$ cat src/rtl/core/gdc_sqrt_cell.sv
// One cell of the square-root row: settles one bit of the root.
`default_nettype none
module gdc_sqrt_cell #(
  parameter int RW = 41
) (
  input  wire              clk,
  input  wire              en,
  input  wire [2*RW-1:0]   rad_i,
  input  wire [RW-1:0]     rem_i,
  input  wire [RW-1:0]     root_i,
  output logic [2*RW-1:0]  rad_o,
  output logic [RW-1:0]    rem_o,
  output logic [RW-1:0]    root_o
);

  logic [RW+1:0]   t;
  logic [RW+1:0]   trial;
  logic            ge;
  logic [2*RW-1:0] rad_r;
  logic [RW-1:0]   rem_r;
  logic [RW-1:0]   root_r;
  logic [2*RW-1:0] rad_nxt;
  logic [RW-1:0]   rem_nxt;
  logic [RW-1:0]   root_nxt;

  // Bring down two radicand bits and try the next root bit.
  always_comb begin
    t        = {rem_i, rad_i[2*RW-1 -: 2]};
    trial    = {root_i, 2'b01};
    ge       = (t >= trial);
    rem_nxt  = ge ? RW'(t - trial) : RW'(t);
    root_nxt = {root_i[RW-2:0], ge};
    rad_nxt  = {rad_i[2*RW-3:0], 2'b00};
  end

  always_ff @(posedge clk) begin
    if (en) begin
      rad_r  <= rad_nxt;
      rem_r  <= rem_nxt;
      root_r <= root_nxt;
    end
  end

  assign rad_o  = rad_r;
  assign rem_o  = rem_r;
  assign root_o = root_r;

endmodule
`default_nettype wire

$ cat config.mk
export PLATFORM = sky130hd
export DESIGN_NAME = gdc_sqrt_cell
export DESIGN_NICKNAME = d
export VERILOG_FILES = /design/src/rtl/core/gdc_sqrt_cell.sv
export SDC_FILE = /design/constraint.sdc
export NUM_CORES = 1
export LEC_CHECK = 0
export ABC_AREA = 1
export BUFFER_PORTS_ARGS = -buffer_cell sky130_fd_sc_hd__buf_2
export CAP_MARGIN = 25
export CORE_MARGIN = 1.5
export CORE_UTILIZATION = 40
export DETAILED_ROUTE_END_ITERATION = 6
export MAX_ROUTING_LAYER = met4
export PLACE_DENSITY = 0.67
export SLEW_MARGIN = 20
export SYNTH_ARGS = -nofsm -noshare
export SYNTH_HDL_FRONTEND = slang
export SYNTH_SLANG_ARGS = --single-unit
$ cat constraint.sdc
create_clock -name clk -period 2.7 [get_ports clk]
set_clock_uncertainty 0.1 [all_clocks]
set_input_delay 0.135 -clock clk [delete_from_list [all_inputs] [get_ports clk]]
set_output_delay 0.135 -clock clk [all_outputs]
set_load 0.02 [all_outputs]
* After elaboration in Yosys (flattened, before gate mapping) *
Cells that the tools add are included.

word-level totals
  bits of input ports = 166
  flip-flop bits (word level) = 162
  word-level logic and storage cells = 6
  output and inout bits = 164

cells by class
  $lt $le $gt $ge = 1
  mux-type cells = 1
  add/subtract/negate cells = 1

operators with widths
  kind                                count
  greater-or-equal comparator 43 bit  1
  two-way mux 41 bit                  1
  subtractor 41 bit                   1

* Depth between registers and ports, before layout *
  word-level depth = 2
  gate-level depth with buffers = 15

* Least setup slack after synthesis *
No wires, ideal clock.

  path kind = input -> register
  start = in root_i[19]
  end = reg rem_r[26], in the netlist rem_o[26], data pin
  arrival time = 1.539 ns
  data required time = 2.347 ns
  setup time = 0.253 ns
  slack = 0.808 ns
  stages on the path = 15
  cells stage by stage = inv_1 ha_1 nand2_2 inv_1 nand2_1 nand2_1 nand2_1 nand2_1 a21oi_2 nand2_1 nand2_2 nand2_8 buf_12 nand3_1 nand2_1

on the way
  longest elaborated chain between the ends = 2

ends and longest elaborated chain
  element                                                                         line    text
  start, declared                                                                 10      input wire [RW-1:0] root_i,
  subtractor 41 bit / greater-or-equal comparator 43 bit (equally long branches)  31, 30
  two-way mux 41 bit *                                                            31      rem_nxt = ge ? RW'(t - trial) : RW'(t);
  named net rem_nxt[26]                                                           23      logic [RW-1:0] rem_nxt;
  end signal, assigned                                                            39      rem_r <= rem_nxt;
  end, declared                                                                   20      logic [RW-1:0] rem_r;

Mark *: on every way through the listed nets, which the timed path passes. The rest lies on a longest branch.
A chain may end at the register's enable or synchronous reset.

* Worst setup path after layout *
  start = in root_i[17]
  end = reg rem_r[18], in the netlist rem_o[18], data pin

on the way
  longest elaborated chain between the ends = 2

ends and longest elaborated chain
  element                             line  text
  greater-or-equal comparator 43 bit  30    ge = (t >= trial);
  two-way mux 41 bit                  31
  named net rem_nxt[18]               23

The timed path passes the listed nets, and every way through them passes these cells.

==> impl_metrics.csv <==
group,metric,value,unit
run_status,status,"complete, no violations",
sta,timing.final.crit_period,2538,ps
detailed_routing,vias_per_cell,4.693,
yosys,synthFlopType,"edfxtp_1",
yosys,async_flop_share,0,
global_route,grt_pass1_wl,45.72,mm
sta,max_freq,0.3940,GHz
yosys,synth_seq_area_share,0.5420,
yosys,synthesis.area,8976,sq um
sta,setup_violations,0,
worst_setup_path,timing_worst_setup_path_type,"primary input to flop",
yosys,synth_top_area_frac,0.5420,
detailed_routing,antenna_left,0,
detailed_routing,wire_per_inst,16.39,um
yosys,avgSynthCellArea,8.967,sq um
worst_setup_path,worstSetupEndpointType,"flop",
worst_setup_path,path_max_fanout,43,
sta,final.period_utilization,0.9401,
sta,finalHoldViolCount,0,
cts,clockBufferDepth,2,
sta,slew_violations,0,
global_route,grt_max_degree,62,
sta,fin_hold_ws,30.56,ps
floorplanning,die_h,152.8,um
cts,path_clk_slew,70,ps
placement,gp_congestion,0.9693,
detailed_routing,drt_iter0_drc,543,
sta,slew_headroom,0.5876,
pwr,power.density,565.3,nW/um^2
floorplanning,io_pins,330,
yosys,synth_largest_area_cell,"edfxtp_1",
yosys,synth.area.top_cells,"edfxtp_1 (54%), nand2_1 (14%), inv_1 (7.4%)",
finish,drive_gt1_frac,0.2723,
global_route,gr-total-overflow,0,
pwr,irDropWorstVdd,0.0003930,V
detailed_routing,drc,0,
yosys,syn_inst,1001,
floorplanning,num_rows,54,
detailed_routing,dr_total_vias,8471,
floorplanning,start_util,0.4100,
job,max_cap_viol_count,0,
sta,rsz0062_at_grt,"yes",
yosys,synth-edff-count,162,
placement,numPortBuffers,327,
detailed_routing,first_pass_iters,5,
global_route,grt.total_usage,0.2585,
floorplanning,core-area,21890,sq um
global_route,antenna_found_initial,1,
floorplanning,die_w,152.8,um
yosys,ys.warnings.count,0,
sta,finalSetupTns,0,ps
hold_path,hold_class,"primary input to flop",
yosys,ys_seq_elements,162,
placement,dpl.hpwl,21.62,mm
floorplanning,die_area,23350,sq um
cts,root_buffer,"clkbuf_16",
placement,placed_area,11000,sq um
sta,worstMarginPinSlew,618.0,ps
finish,final_nets,1720,
yosys,synth.distinct_cells,30,
worst_setup_path,arrival,2620,ps
pwr,p_leak,6.577,nW
cts,numCtsBuffers,17,
worst_setup_path,crit_required,2790,ps
cts,cts_num_sinks,162,
cts,ctsHtreeMaxLevel,4,
finish,synthToLayoutAreaGrowth,47.18,%
finish,fin_area,13210,sq um
cts,cts_tree,"built",
worst_setup_path,cp-start-kind,"primary input",
detailed_routing,drt_wl_total,29.58,mm
global_route,grt_pass1_vias,8736,
==> metal layers <==
layer | part of all wire | wire length, um | up-vias | GRT usage
met4 | 0.028 | 819 | 0 | 0.08196
met2 | 0.51 | 15210 | 289 | 0.4590
met5 | 0 | 0 | - | -
met3 | 0.045 | 1331 | 48 | 0.04295
li1 | - | - | 4238 | -
met1 | 0.41 | 12220 | 3896 | 0.2970
==> worst max-delay path: stages <==
cell           delay (ps)
dlygate4sd3_1         530
buf_2                 130
inv_1                  50
ha_1                  290
buf_4                 150
nand2_1               160
nor2_4                 60
nand2_1               150
inv_1                  70
a21oi_2               150
nand2_1               100
nand2_2               150
nand2_8               220
nand2_1               150
nand2_1                60
==> flip-flops by register name, summed over array words and instances, names as in the netlist <==
register and cells:
rad_o 80, rem_o 41, root_o 41
==> cell usage after synthesis (all sizes together) (4+ instances only) <==
cell type    n
buf         14
o21bai       5
nor2        78
inv        177
nand3       94
xor2        22
nand3b       4
a21oi       33
edfxtp     162
nand4        5
ha          43
o21ai       11
nand2      338
nor3         7
==> power breakdown <==
part / total, mW / internal (mW) / switching [mW] / leakage, nW
clock network: 2.44 / 1.24 / 1.20 / 0.285
logic: 1.91 / 0.719 / 1.19 / 4.71
registers: 3.12 / 3.05 / 0.0629 / 1.58
total: 7.47 / 5.01 / 2.46 / 6.58
==> path summary, 6_finish.rpt <==
| kind | end | slack [ps] | depth (start not counted) | start |
|---|---|---|---|---|
| setup / recovery | rem_o[18] | 160 | 15 | root_i[17] |
| hold / removal | rem_o[1] | 30 | 3 | rad_i[81] |
==> cells in the final DEF (no fill, tap or decap), drive strengths merged <==
| cell | count |
|---|---|
| nand4 | 5 |
| dlygate4sd3 | 160 |
| nand3b | 4 |
| xor2 | 22 |
| inv | 185 |
| edfxtp | 162 |
| nand3 | 94 |
| nor2 | 79 |
| nand2 | 338 |
| and2 | 2 |
| o21bai | 5 |
| a21oi | 33 |
| conb | 2 |
| clkbuf | 17 |
| o21ai | 11 |
| buf | 343 |
| diode | 1 |
| clkinv | 6 |
| nor3 | 7 |
| a21boi | 1 |
| clkinvlp | 1 |
| a21o | 2 |
| ha | 43 |
| or2 | 2 |
==> logic make-up after synthesis <==
kind of cell,count (synthesis),share of synthesized area
buffers and inverters,191,0.08614
other,1,0.0004178
adder cells (fa/ha/maj),43,0.05994
AO/OA/AOI/OAI,52,0.03164
flip-flops,162,0.5420
XOR/XNOR,22,0.02147
AND/OR/NAND/NOR,530,0.2584
==> final cells by class <==
cell class / count / area [sq um]
well taps: 280 / 350.3
inverters: 177 / 664.4
multi-input cells: 650 / 3352
flip-flops and latches: 162 / 4865
clock buffers: 17 / 425.4
diodes: 1 / 2.502
repair buffers: 503 / 3393
clock inverters: 15 / 158.9
fillers: 1874 / 8680
==> per-stage QoR <==
step,util,setup WS (ps),power (mW),std cells
after floorplan,-,808.0,4.229,1002
after global placement,0.5026,75.72,4.853,1610
after detailed placement,0.5026,-5.681,4.871,1610
after CTS,0.6024,0.7809,7.488,1802
after global routing,0.6035,-5.357,7.783,1805
final,0.6035,161.7,7.468,1805
==> timing repair <==
action | in CTS | in global routing
hold endpoints to repair | 160 | 0
resized for setup | 0 | 3
buffers inserted | 0 | 1
setup endpoints to repair | 0 | 42
hold buffers | 160 | 0
(Power assumes the default switching activity.)
