## config.mk

```make
export PLATFORM = sky130hd
export DESIGN_NAME = gdc_div_cell
export DESIGN_NICKNAME = d
export VERILOG_FILES = /design/src/rtl/core/gdc_pkg.sv /design/src/rtl/core/gdc_div_cell.sv
export SDC_FILE = /design/constraint.sdc
export NUM_CORES = 1
export LEC_CHECK = 0
export BUFFER_PORTS_ARGS = -buffer_cell sky130_fd_sc_hd__buf_2
export CORE_ASPECT_RATIO = 2
export CORE_UTILIZATION = 40
export DETAILED_ROUTE_END_ITERATION = 16
export PLACE_DENSITY = 0.67
export SYNTH_ARGS = -nofsm -noshare
export SYNTH_HDL_FRONTEND = slang
export SYNTH_SLANG_ARGS = --single-unit
export TNS_END_PERCENT = 50
```

## constraint.sdc

```tcl
create_clock -name clk -period 7.7 [get_ports clk]
set_input_delay 0.77 -clock clk [delete_from_list [all_inputs] [get_ports clk]]
set_output_delay 0.77 -clock clk [all_outputs]
set_load 0.01 [all_outputs]
```

## src/rtl/core/gdc_pkg.sv

```systemverilog
// Shared types and constants of the geometric delay calculator.
`default_nettype none
package gdc_pkg;

  // Length word ahead of the delay conversion, and the delay word itself.
  localparam int LEN_W   = 44;
  localparam int DELAY_W = 45;

  // Longest length that is converted: 2^43 units of 2^-16 m.
  localparam logic [LEN_W-1:0] LEN_CLAMP = 44'h800_0000_0000;

  // Nanoseconds per metre in Q32 (about 2^32 * 1e9 / c).
  localparam logic [LEN_W-1:0] NS_PER_M_Q32 = 44'd14326468800;

  // Saturation limits of the delay magnitude.
  localparam logic [DELAY_W:0] DELAY_LIM     = 46'h1000_0000_0000;
  localparam logic [DELAY_W:0] DELAY_MAX_POS = 46'h0FFF_FFFF_FFFF;

  // Side information that travels beside the divider row.
  typedef struct packed {
    logic             err;
    logic             neg;
    logic             ovf;
    logic [LEN_W-1:0] len_near;
  } side_t;

  // Sign and error flag that travel beside the conversion multiplier.
  typedef struct packed {
    logic err;
    logic neg;
  } sign_t;

  // One finished result word.
  typedef struct packed {
    logic [DELAY_W-1:0] delay;
    logic               err;
  } res_t;

endpackage
`default_nettype wire

```

## src/rtl/core/gdc_div_cell.sv

```systemverilog
// One cell of the divider row: settles one quotient bit by restoring division.
`default_nettype none
module gdc_div_cell #(
  parameter int RW = 41
) (
  input  wire                         clk,
  input  wire                         en,
  input  wire [RW-1:0]                rem_i,
  input  wire [gdc_pkg::LEN_W-1:0]    bits_i,
  input  wire [RW-1:0]                dvs_i,
  output logic [RW-1:0]               rem_o,
  output logic [gdc_pkg::LEN_W-1:0]   bits_o,
  output logic [RW-1:0]               dvs_o
);

  logic [RW:0]                 t;
  logic [RW:0]                 diff;
  logic                        ge;
  logic [RW-1:0]               rem_r;
  logic [RW-1:0]               rem_nxt;
  logic [gdc_pkg::LEN_W-1:0]   bits_r;
  logic [gdc_pkg::LEN_W-1:0]   bits_nxt;
  logic [RW-1:0]               dvs_r;

  // Shift in the next dividend bit; the quotient bit fills the freed place.
  always_comb begin
    t        = {rem_i, bits_i[gdc_pkg::LEN_W-1]};
    diff     = t - {1'b0, dvs_i};
    ge       = (t >= {1'b0, dvs_i});
    rem_nxt  = ge ? diff[RW-1:0] : t[RW-1:0];
    bits_nxt = {bits_i[gdc_pkg::LEN_W-2:0], ge};
  end

  always_ff @(posedge clk) begin
    if (en) begin
      rem_r  <= rem_nxt;
      bits_r <= bits_nxt;
      dvs_r  <= dvs_i;
    end
  end

  assign rem_o  = rem_r;
  assign bits_o = bits_r;
  assign dvs_o  = dvs_r;

endmodule
`default_nettype wire

```

======== Word-level counts from Yosys, hierarchy flattened ========
Cells that the tools add are included.
word-level totals
  register bits after elaboration ......... 126
  input bits .............................. 128
  output and inout port bits .............. 126
  logic and storage cells ................. 6
cells by class
  add/sub/neg operators ................... 1
  order comparisons ....................... 1
  multiplexer cells ....................... 1
operators with widths
  operator                        number
  >= comparator 42 x 41 -> 1 bit  1
  two-way mux 41 bit              1
  subtractor 41 bit               1

======== Longest topological paths before layout ========
  depth in word-level cells ............... 2
  mapped depth ............................ 14

======== Least setup slack after synthesis ========
OpenSTA, ideal clock, no wires.
  path type ............................... in2reg
  start point ............................. in bits_i[43] (netlist bit)
  end point ............................... reg rem_r[14] (netlist: rem_o[14]) (data pin)
  setup time .............................. 262 ps
  arrival time ............................ 3294 ps
  path slack .............................. 4144 ps
  stages .................................. 12
  buffers on the path ..................... 1
  cell sequence ........................... inv_1 ha_1 inv_1 fa_1 a21o_1 a22o_1 o31a_1 a2111o_1 a21oi_2 o221a_4 buf_8 mux2_1
between the ends
  word-level cells in the longest chain between the ends .. 2
  elaborated cells on any way between the ends .. 3
  classes of those cells .................. add/sub (1); order compare (1); mux (1)
RTL lines
  what                                                                        RTL line                                RTL
  from (decl)                                                                 gdc_div_cell.sv:9                       input wire [gdc_pkg::LEN_W-1:0] bits_i,
  subtractor 41 bit / >= comparator 42 x 41 -> 1 bit (equally long branches)  gdc_div_cell.sv:28, gdc_div_cell.sv:29
  two-way mux 41 bit (*)                                                      gdc_div_cell.sv:30                      rem_nxt = ge ? diff[RW-1:0] : t[RW-1:0];
  net rem_nxt[14]                                                             gdc_div_cell.sv:20                      logic [RW-1:0] rem_nxt;
  to (signal assigned)                                                        gdc_div_cell.sv:36                      rem_r <= rem_nxt;
  to (decl)                                                                   gdc_div_cell.sv:19                      logic [RW-1:0] rem_r;
The timed path passes the listed nets; every way through them passes the cells marked *.
A chain may end at the register's enable or synchronous reset.

======== Final worst setup path ========
  start point ............................. in bits_i[43] (netlist bit)
  end point ............................... reg rem_r[1] (netlist: rem_o[1]) (data pin)
The elaborated chain is that of the path after synthesis.

==> flow_summary.toml <==
[detailed_routing]
finalWirelength_um = 18420
drtAntennaViolNets = 0
drc = 0
dr.pass1.iters = 5
routed_via_density = 5.236
drt_iter0_drc = 220
via_count = 5713
routedWlPerCell_um = 16.88

[setup_path]
crit_fanout = 76
path_cells = "buf_2 > inv_1 > ha_1 > inv_1 > fa_1 > a21o_1 > a22o_1 > o31a_1 > a2111o_1 > a21oi_2 > o221a_4 > mux2_1"
cpMostUsedCell = "inv_1"
required_ns = 7.87
path_class = "input port to register"
cp-endpoint = "rem_o[1]"
start_kind = "input port"
slowest_stage = "o221a_4"
cpPeakStageDelay_ns = 0.76
end_kind = "register"
cp.arrival_ns = 4.09
cp-startpoint = "bits_i[43]"

[sta]
finalSetupViolCount = 0
maxSlewViolCount = 0
rsz0062_at_grt = "false"
max_freq_ghz = 0.2552
worst_pin_slew_ns = 0.9462
layout_min_cycle_time_ns = 3.918
hold_viol_final = 0
fin_ws_ns = 3.782
relSlewSlack_pct = 36.92
fin_crit_sh_pct = 50.88
final.setup.tns_ns = 0

[logic_synthesis]
postSynth.asyncResetShare_pct = 0
avgSynthCellArea_um2 = 11.21
yosys.area.top_type = "edfxtp_1"
synth_most_common_cell = "edfxtp_1"
synthAdderAreaFrac_pct = 7.719
synthMuxAreaShare_pct = 0.9603
synth_top_area_share_pct = 54.79
synth_cells = 616
synth_xor_area_share_pct = 4.186
synth-simple-area-share_pct = 10.15
ys_types = 68
syn_nets = 786
synth_commonest_cells = "edfxtp_1 (126), nand2_1 (71), inv_1 (57)"
synth_area_mm2 = 0.006905
ys_seq_area_share_pct = 54.79
synth_compound_area_share_pct = 17.05
ys_ff_latch = 126
synth_area_leaders = "edfxtp_1 (55%), ha_1 (7.4%), nand2_1 (3.9%)"
ys.flop_type = "edfxtp_1"
ys.warnings.count = 0
synth_top_family_by_area = "compound AO/OA/AOI/OAI gates"
synth-edff-count = 126

[global_routing]
grt.overflow.total = 0
grtUsageMet2_pct = 40.65
grt_pass1_wl_um = 27830
antenna_found_initial = 4
use_met1_pct = 18.98
grt_pass1_vias = 5654
gr-usage-met3_pct = 3.933
grtUsageTotal_pct = 20.71
grt-busiest-layer = "met2"
grt_start_max_net_pins = 77

[floorplan]
dieArea_mm2 = 0.01782
pin_count = 254
initial_core_util_pct = 40.98
std_cell_rows = 67
die_w_um = 94.91
die_y_um = 187.8
core-area_mm2 = 0.01685

[cells_and_area]
drive_gt1_share_pct = 33.75
multiInputGateArea_mm2 = 0.002766
utilization_pct = 52.93
design_area_mm2 = 0.008919
final_cells = 1091
syn2layout_area_growth_pct = 29.15
final-seq-area_mm2 = 0.003784
fin_nets = 1037
nFillCells = 1576

[worst_hold_path]
hold_depth = 1
hold_class = "input port to register"

[run]
cap_viol_max_count = 0

[placed_design]
placed_cells = 1055
place_congestion = 0.8717
dp_hpwl_um = 14240
place_ws_ns = 3.301
dpl_cell_area_mm2 = 0.008299
io_buffers = 253

[cts]
htree_levels = 4
cts_sinks = 126
cts_resized = 0
postCtsSetupRepairBufs = 0
numCtsBuffers = 17
cts.clk_slew.worst_paths_ns = 0.06
hold_buffers = 0
cts_tree = "yes"
cts-root-buf = "clkbuf_16"
clockBufferDepth = 2

[outcome]
status = "completed"

[power_and_ir_drop]
ir_drop_mv = 0.1466
p_leak_uw = 0.003894
powerDensity_mw_per_mm2 = 239.0
[per-layer routing]
layer / wire length [µm] / vias up
met1: 6138 / 2630
met3: 1080 / 47
li1: - / 2791
met5: 0 / -
met2: 10570 / 245
met4: 625 / 0
[worst max-delay path, delay by kind of cell]
kind	cells	cell delay (ns)
compound gates	6	2.13
fa+ha+maj	2	0.56
buf+inv	3	0.20
mux	1	0.39
[area by class of cell]
| type | instances | share of cell area, % |
|---|---|---|
| antenna | 4 | 0.1122 |
| clock inverter | 15 | 2.062 |
| timing repair buffer | 254 | 14.31 |
| multi-input combinational | 411 | 31.02 |
| clock buffer | 17 | 4.770 |
| inverter | 57 | 2.399 |
| sequential | 126 | 42.42 |
| tap | 207 | 2.904 |
[power breakdown]
part / switching [µW] / internal (µW)
combinational: 258 / 176
clock: 320 / 514
sequential: 17.1 / 845
[cells in the final DEF (no fill, tap or decap), types with 4 or more instances in the layout]
cell type / synthesis / layout
inv_6: 0 / 4
clkbuf_16: 0 / 17
edfxtp_1: 126 / 126
a21oi_2: 4 / 4
xnor2_1: 19 / 19
a21o_1: 11 / 11
xor2_1: 14 / 14
o21a_1: 6 / 6
nor3_1: 7 / 7
o211ai_1: 11 / 11
a21oi_1: 43 / 43
nand4_1: 12 / 12
o21bai_1: 8 / 8
nor2_1: 24 / 24
buf_2: 3 / 252
ha_1: 41 / 41
o21ai_0: 44 / 44
mux2_1: 5 / 5
nand2_1: 71 / 71
nand3_1: 9 / 9
nand2b_1: 6 / 6
and3_1: 5 / 5
o21ai_1: 12 / 12
inv_1: 57 / 57
diode_2: 0 / 4
[worst min-delay path by stage]
stage,start,to
floorplan,bits_i[9],bits_o[10]
global placement,bits_i[41],bits_o[42]
detailed placement,bits_i[35],bits_o[36]
CTS,bits_i[19],bits_o[20]
global route,bits_i[25],bits_o[26]
finish,bits_i[19],bits_o[20]
[flip-flops by register name, summed over array words and instances, names as in the netlist]
name    cells
dvs_o      41
bits_o     44
rem_o      41
[through the flow]
stage | hold slack, ns | power [µW]
global placement | 0.9466 | 1306
detailed placement | 0.9481 | 1313
finish | 0.5191 | 2131
global route | 0.5009 | 2225
CTS | 0.5036 | 2150
floorplan | 0.8689 | 1140
[kinds of logic (layout without fill, tap and decap cells)]
kind of cell / after synthesis / after routing
AOI/OAI and AO/OA: 180 / 180
xor gates and xnor gates: 33 / 33
adders and majority gates: 42 / 42
buffers and inverters: 79 / 343
DFF: 126 / 126
muxes: 6 / 6
other: 0 / 4
and+or+nand+nor: 150 / 150
Power figures use the tool's default switching activity.
