[src/rtl/core/gdc_mult.sv]
// Two-stage unsigned multiplier built from four half-width partial products.
`default_nettype none
module gdc_mult #(
  parameter int W = 33
) (
  input  wire           clk,
  input  wire           en,
  input  wire [W-1:0]   a,
  input  wire [W-1:0]   b,
  output logic [2*W-1:0] p
);

  localparam int LO_W = (W + 1) / 2;
  localparam int HI_W = W - LO_W;
  localparam int PW   = 2 * W;

  logic [2*LO_W-1:0] ll_r;
  logic [W-1:0]      lh_r;
  logic [W-1:0]      hl_r;
  logic [2*HI_W-1:0] hh_r;
  logic [PW-1:0]     p_r;
  logic [PW-1:0]     p_nxt;

  // Recombine the partial products.
  always_comb begin
    p_nxt = {hh_r, ll_r} + (PW'(lh_r) << LO_W) + (PW'(hl_r) << LO_W);
  end

  // First stage holds the partial products, second stage the full product.
  always_ff @(posedge clk) begin
    if (en) begin
      ll_r <= a[LO_W-1:0] * b[LO_W-1:0];
      lh_r <= a[LO_W-1:0] * b[W-1:LO_W];
      hl_r <= a[W-1:LO_W] * b[LO_W-1:0];
      hh_r <= a[W-1:LO_W] * b[W-1:LO_W];
      p_r  <= p_nxt;
    end
  end

  assign p = p_r;

endmodule
`default_nettype wire

[config.mk]
export PLATFORM = sky130hd
export DESIGN_NAME = gdc_mult
export DESIGN_NICKNAME = d
export VERILOG_FILES = /design/src/rtl/core/gdc_mult.sv
export SDC_FILE = /design/constraint.sdc
export NUM_CORES = 2
export LEC_CHECK = 0
export BUFFER_PORTS_ARGS = -buffer_cell sky130_fd_sc_hd__buf_2
export CAP_MARGIN = 20
export CORE_ASPECT_RATIO = 1.5
export CORE_MARGIN = 8
export CORE_UTILIZATION = 46
export CTS_BUF_LIST = sky130_fd_sc_hd__clkbuf_4 sky130_fd_sc_hd__clkbuf_8
export DETAILED_ROUTE_END_ITERATION = 16
export PLACE_DENSITY = 0.62
export RECOVER_POWER = 100
export SLEW_MARGIN = 30
export SYNTH_ARGS = -nofsm -noshare
export SYNTH_HDL_FRONTEND = slang
export SYNTH_SLANG_ARGS = --single-unit
[constraint.sdc]
create_clock -name clk -period 7.7 [get_ports clk]
set_input_delay 0.385 -clock clk [delete_from_list [all_inputs] [get_ports clk]]
set_output_delay 0.385 -clock clk [all_outputs]
set_load 0.005 [all_outputs]
Word level (Yosys, flattened, before mapping) --
Index checks and enable logic that the tools add are counted.
Word-level totals: bits of input ports 68, output and inout port bits 66, register bits after elaboration 198, logic and storage cells 11
Operators by class: multiply operators 4, add/subtract/negate cells 2
Operators with widths (count):
- 66-bit by 50-bit adder with 66-bit output | 2
- 17-bit by 17-bit multiplier with 34-bit output | 1
- 16-bit by 17-bit multiplier with 33-bit output | 1
- 17-bit by 16-bit multiplier with 33-bit output | 1
- 16-bit by 16-bit multiplier with 32-bit output | 1

Depth between registers and ports, before layout --
depth after elaboration 2, depth in mapped cells 25, depth with buffers taken out 24

Worst setup path before layout --
Ideal clock, no wire load.
path type input to register, from in a[10], to reg ll_r[33], data pin, arrival 5838 ps, setup time 260 ps, stages 22, data required time 7440 ps, slack 1602 ps, buffers on the path 1, cell sequence clkbuf_1 nand2_1 fa_1 fa_1 fa_1 fa_1 inv_1 fa_1 inv_1 fa_1 inv_1 ha_1 nand2_1 nor3_1 a21o_1 o311ai_1 o21ai_1 a21oi_2 o21ai_2 a2111o_1 a31oi_1 xnor2_1
On the way: longest elaborated chain between the ends 1
Ends and longest elaborated chain:
- start, declared | RTL line 8 | input wire [W-1:0] a,
- 17-bit by 17-bit multiplier with 34-bit output | RTL line 32 | ll_r <= a[LO_W-1:0] * b[LO_W-1:0];
- end signal, assigned | RTL line 32
- end, declared | RTL line 17 | logic [2*LO_W-1:0] ll_r;
No other way between the ends. A chain may end at the register's enable or synchronous reset.

Final worst setup path --
from in a[19], to reg hh_r[30], data pin
On the way: longest elaborated chain between the ends 1
Ends and longest elaborated chain:
- 16-bit by 16-bit multiplier with 32-bit output | RTL line 35 | hh_r <= a[W-1:LO_W] * b[W-1:LO_W];
- end signal, assigned | RTL line 35
- end, declared | RTL line 20 | logic [2*HI_W-1:0] hh_r;
No other way between the ends.

==> results list <==
- Summing all flip-flop and latch instances after layout gives 0.00595 mm².
- STA classifies the critical path endpoint as a flip-flop.
* Number of buffers inserted by port buffering: between 100 and 150
- Once layout is complete, the utilization of the core stands at 48.8%.
- No sink is reached through more buffers than the 2 on the longest clock path.
- Die height: slightly below 400 µm
- Commonest non-fill, non-tap cells in the layout: sky130_fd_sc_hd__inv_1 (973), sky130_fd_sc_hd__fa_1 (868), sky130_fd_sc_hd__nand2_1 (646)
- Number of buffers inserted during clock tree synthesis: 17
- For this run, the top clock speed supported by timing is about 140 MHz.
- The tool flagged a number of max-cap violations equal to 5.
- Number of slew-limit violations in the final report: 283
* Worst EP required: 8.07 ns
- In the synthesized netlist the dominant register cell turns out to be sky130_fd_sc_hd__edfxtp_1.
- The H-tree generated during clock tree synthesis spans 4 levels.
- The final reports fail on capacitance limit, slew limit.
- In the detailed route, the total length drawn on met2 is roughly 65 mm.
- Buffers added to address setup during post-CTS repair amount to 0.
* Final hold violation count: 0
* Worst-case setup slack after placement: 0.425 ns
- From synthesis to final layout, the design area changed by 5.43%.
- In this run, the number of DRC markers left after iteration 0 of detailed routing was ~1,500.
- Summing the areas of all and, or, nand and nor instances in the mapped netlist gives ~15% of the synthesized area.
- Chip width: around 270 µm
- DIE AREA: 0.106 mm²
* Initial DRT Pass Iterations: 5
- Area of the multi-input gates: between 0.03 and 0.04 mm²
- Maximum fanout count along the critical path: 27
* Main combinational cell family by area after synthesis: adder cells
- Clock period minus worst slack: 7.06 ns
- TritonCTS built the clock tree.
- After technology mapping, the gate count stands at around 4,600.
* Detail Route Antenna Nets: 0
- Standard-cell row count: 139
- Entering global routing, the biggest net connects roughly 140 pins.
- The setup path with the least slack is of type input pin to flip-flop.
* Post-detailed-routing wire length: 119 mm
- In the post-route analysis, the smallest setup slack over all paths is 0.638 ns.
- Placed wire-length estimate: 95.7 mm
- Proportion of synthesized flip-flops having asynchronous set or reset: 0%
* Via count normalized by instance count: around 5.3
* DRT met1 WL: between 40 and 50 mm
* Slew at the pin closest to its max-slew limit: 3.73 ns
- After detailed routing, the average wire length per cell comes to approximately 20 µm.
- The synthesized design contains 198 enable-type register cells.
* Cts hold-fix bufs: 0
- Most common cell after layout, fill and taps aside: sky130_fd_sc_hd__inv_1
* Startpoint kind of the worst setup timing path: input pin
- After floorplanning, the core was sized to cover approximately 0.095 mm².
* Final worst path period share: about nine tenths
* Warnings, synthesis: 0
- The number of global-route vias before repair came to 35,398.
- Summed over all nets, wire length on met3 after detailed routing comes to between 4 and 5 mm.
- Setup violations remaining at the end of the flow were counted as 0.
- In this run, post-CTS repair resized a total of 0 instances.
- Each instance of the synthesized netlist takes up on average roughly 9.6 µm².
* Post-detailed-route DRC marker count: 0
- Of the total synthesized cell area, the portion taken by full adders, half adders and majority gates is 52.2%.
- Worst hold path class: flip-flop to flip-flop
- Across all layers, the routed design uses 31,357 vias.
- The final layout contains slightly above 6,000 nets.
- At the worst endpoint, the arrival time is ~7.4 ns.
- The tree is rooted in a sky130_fd_sc_hd__clkbuf_8.
* Number of nets produced by synthesis: about 6,000
* I/O pin count: 134
- Tightest slew margin relative to the limit: -149%
- Setup repair after global routing left no endpoint under its margin.
- Top Layer Used: met5
- Synthesized-area fraction occupied by xor and xnor cells: under 10%
- The cell area that synthesis handed to floorplanning was 0.0442 mm².
- The later pin in the worst-skew pair is clocked with a latency of 0.62 ns.
- Total of fill cells in the finished design: 9,144
- On the final layout, the worst clock skew is 0.0250 ns.
* Proportion of layout cells with a drive suffix above 1: roughly 4.7%
* Gpl congestion: 0.879
* Compound-Gate Fraction of Synth Area: around 5.8%
* Share of the yosys chip area belonging to registers: between 10% and 20%
* Fraction of synthesized area in multiplexers: 0%
- Run status: finished with violations
* Post-CTS clock slew at the launch and capture registers of the worst setup and hold paths: 0.11 ns
- Count of unique library cells instantiated by Yosys: a little under 70
- Once the floorplan was initialized, standard cells occupied 46.2% of the core.
* Number of antenna violations at the first check in global routing: 8
- Wire length of the first global-routing pass: 193 mm
* Flip-flop and latch count after synthesis: 198
- Clock Sinks: 198
* Total Neg Setup Slack: 0 ns
- GRT Residual Overflow: 0
- Total GRT Usage: 23.6%
-- area by class of cell --
cell class                 count  share of cell area (%)
tap                         1269                    3.41
clock inverter                15                   0.398
timing repair buffer         222                    2.70
multi-input combinational   3239                    72.3
sequential                   198                    12.8
antenna                        4                  0.0215
clock buffer                  17                   0.503
inverter                     973                    7.85
-- sequential cells by signal, indices dropped and copies added, names as in the netlist --
register  count
hh_r         32
hl_r         33
lh_r         33
ll_r         34
p            66
-- cell usage after synthesis, types with 5 or more instances --
| cell | n | area share, % |
|---|---|---|
| sky130_fd_sc_hd__and3_1 | 14 | 0.20 |
| sky130_fd_sc_hd__o21a_1 | 17 | 0.29 |
| sky130_fd_sc_hd__and4_1 | 5 | 0.099 |
| sky130_fd_sc_hd__nor3_1 | 17 | 0.19 |
| sky130_fd_sc_hd__xor2_1 | 54 | 1.1 |
| sky130_fd_sc_hd__nand4_1 | 12 | 0.17 |
| sky130_fd_sc_hd__fa_1 | 868 | 39 |
| sky130_fd_sc_hd__o21ai_1 | 7 | 0.079 |
| sky130_fd_sc_hd__ha_1 | 455 | 13 |
| sky130_fd_sc_hd__o21ai_0 | 64 | 0.73 |
| sky130_fd_sc_hd__a21oi_1 | 126 | 1.4 |
| sky130_fd_sc_hd__nor2_1 | 70 | 0.60 |
| sky130_fd_sc_hd__o21bai_1 | 12 | 0.20 |
| sky130_fd_sc_hd__or2_2 | 5 | 0.071 |
| sky130_fd_sc_hd__o31ai_1 | 5 | 0.085 |
| sky130_fd_sc_hd__nand2b_1 | 20 | 0.28 |
| sky130_fd_sc_hd__inv_1 | 973 | 8.3 |
| sky130_fd_sc_hd__a211oi_1 | 7 | 0.12 |
| sky130_fd_sc_hd__nand3_1 | 29 | 0.33 |
| sky130_fd_sc_hd__a31oi_1 | 12 | 0.17 |
| sky130_fd_sc_hd__a21o_1 | 82 | 1.4 |
| sky130_fd_sc_hd__xnor2_1 | 109 | 2.2 |
| sky130_fd_sc_hd__and2_1 | 519 | 7.4 |
| sky130_fd_sc_hd__nor2b_1 | 17 | 0.24 |
| sky130_fd_sc_hd__clkbuf_1 | 208 | 1.8 |
| sky130_fd_sc_hd__edfxtp_1 | 198 | 13 |
| sky130_fd_sc_hd__nand2_1 | 646 | 5.5 |
-- routing by layer --
| layer | global-route usage (%) | vias to the layer above |
|---|---|---|
| li1 | - | 14060 |
| met1 | 25.7 | 16312 |
| met2 | 44.4 | 701 |
| met3 | 2.83 | 278 |
| met4 | 11.3 | 6 |
| met5 | 0 | - |
-- critical path, cell delays in order --
cell and delay [ns]:
sky130_fd_sc_hd__clkbuf_1 1.30, sky130_fd_sc_hd__clkbuf_1 0.31, sky130_fd_sc_hd__and2_1 0.19, sky130_fd_sc_hd__fa_1 0.44, sky130_fd_sc_hd__fa_1 0.51, sky130_fd_sc_hd__ha_1 0.14
sky130_fd_sc_hd__inv_1 0.05, sky130_fd_sc_hd__fa_1 0.47, sky130_fd_sc_hd__fa_1 0.54, sky130_fd_sc_hd__inv_1 0.05, sky130_fd_sc_hd__fa_1 0.45, sky130_fd_sc_hd__ha_1 0.37
sky130_fd_sc_hd__a21o_1 0.18, sky130_fd_sc_hd__a221oi_1 0.41, sky130_fd_sc_hd__nand2_1 0.12, sky130_fd_sc_hd__o21ai_2 0.33, sky130_fd_sc_hd__o21ai_0 0.20, sky130_fd_sc_hd__o211ai_1 0.35
sky130_fd_sc_hd__a31oi_1 0.18, sky130_fd_sc_hd__a21o_1 0.20, sky130_fd_sc_hd__a21oi_1 0.16, sky130_fd_sc_hd__xnor2_1 0.08
-- metrics by stage --
stage               instances  hold slack (ns)  instance area, µm²
floorplan                4620            0.400               44200
global placement         5901            0.401               46300
detailed placement       5901            0.405               46300
CTS                      5933            0.171               46700
global route             5935            0.438               46500
finish                   5937            0.429               46600
-- logic make-up (layout without fill, tap and decap cells) --
logic type / Yosys count / after routing
flip-flops: 198 / 198
adder cells (fa/ha/maj): 1323 / 1323
other: 0 / 4
XOR/XNOR: 163 / 163
AND/OR/NAND/NOR: 1364 / 1364
AO/OA/AOI/OAI: 389 / 389
buffers and inverters: 1183 / 1227
-- worst paths after layout --
check        slack (ns)     start  depth (start not counted)  endpoint
max reg2reg        2.84  ll_r[18]                         14     p[64]
min                0.43   ll_r[6]                          0      p[6]
min reg2reg        0.43   ll_r[6]                          0      p[6]
max                0.64     a[19]                         22  hh_r[30]
Power is left out: the tool's default activity adds up to more than one toggle a clock period on the data nets, which glitch-free logic cannot reach.
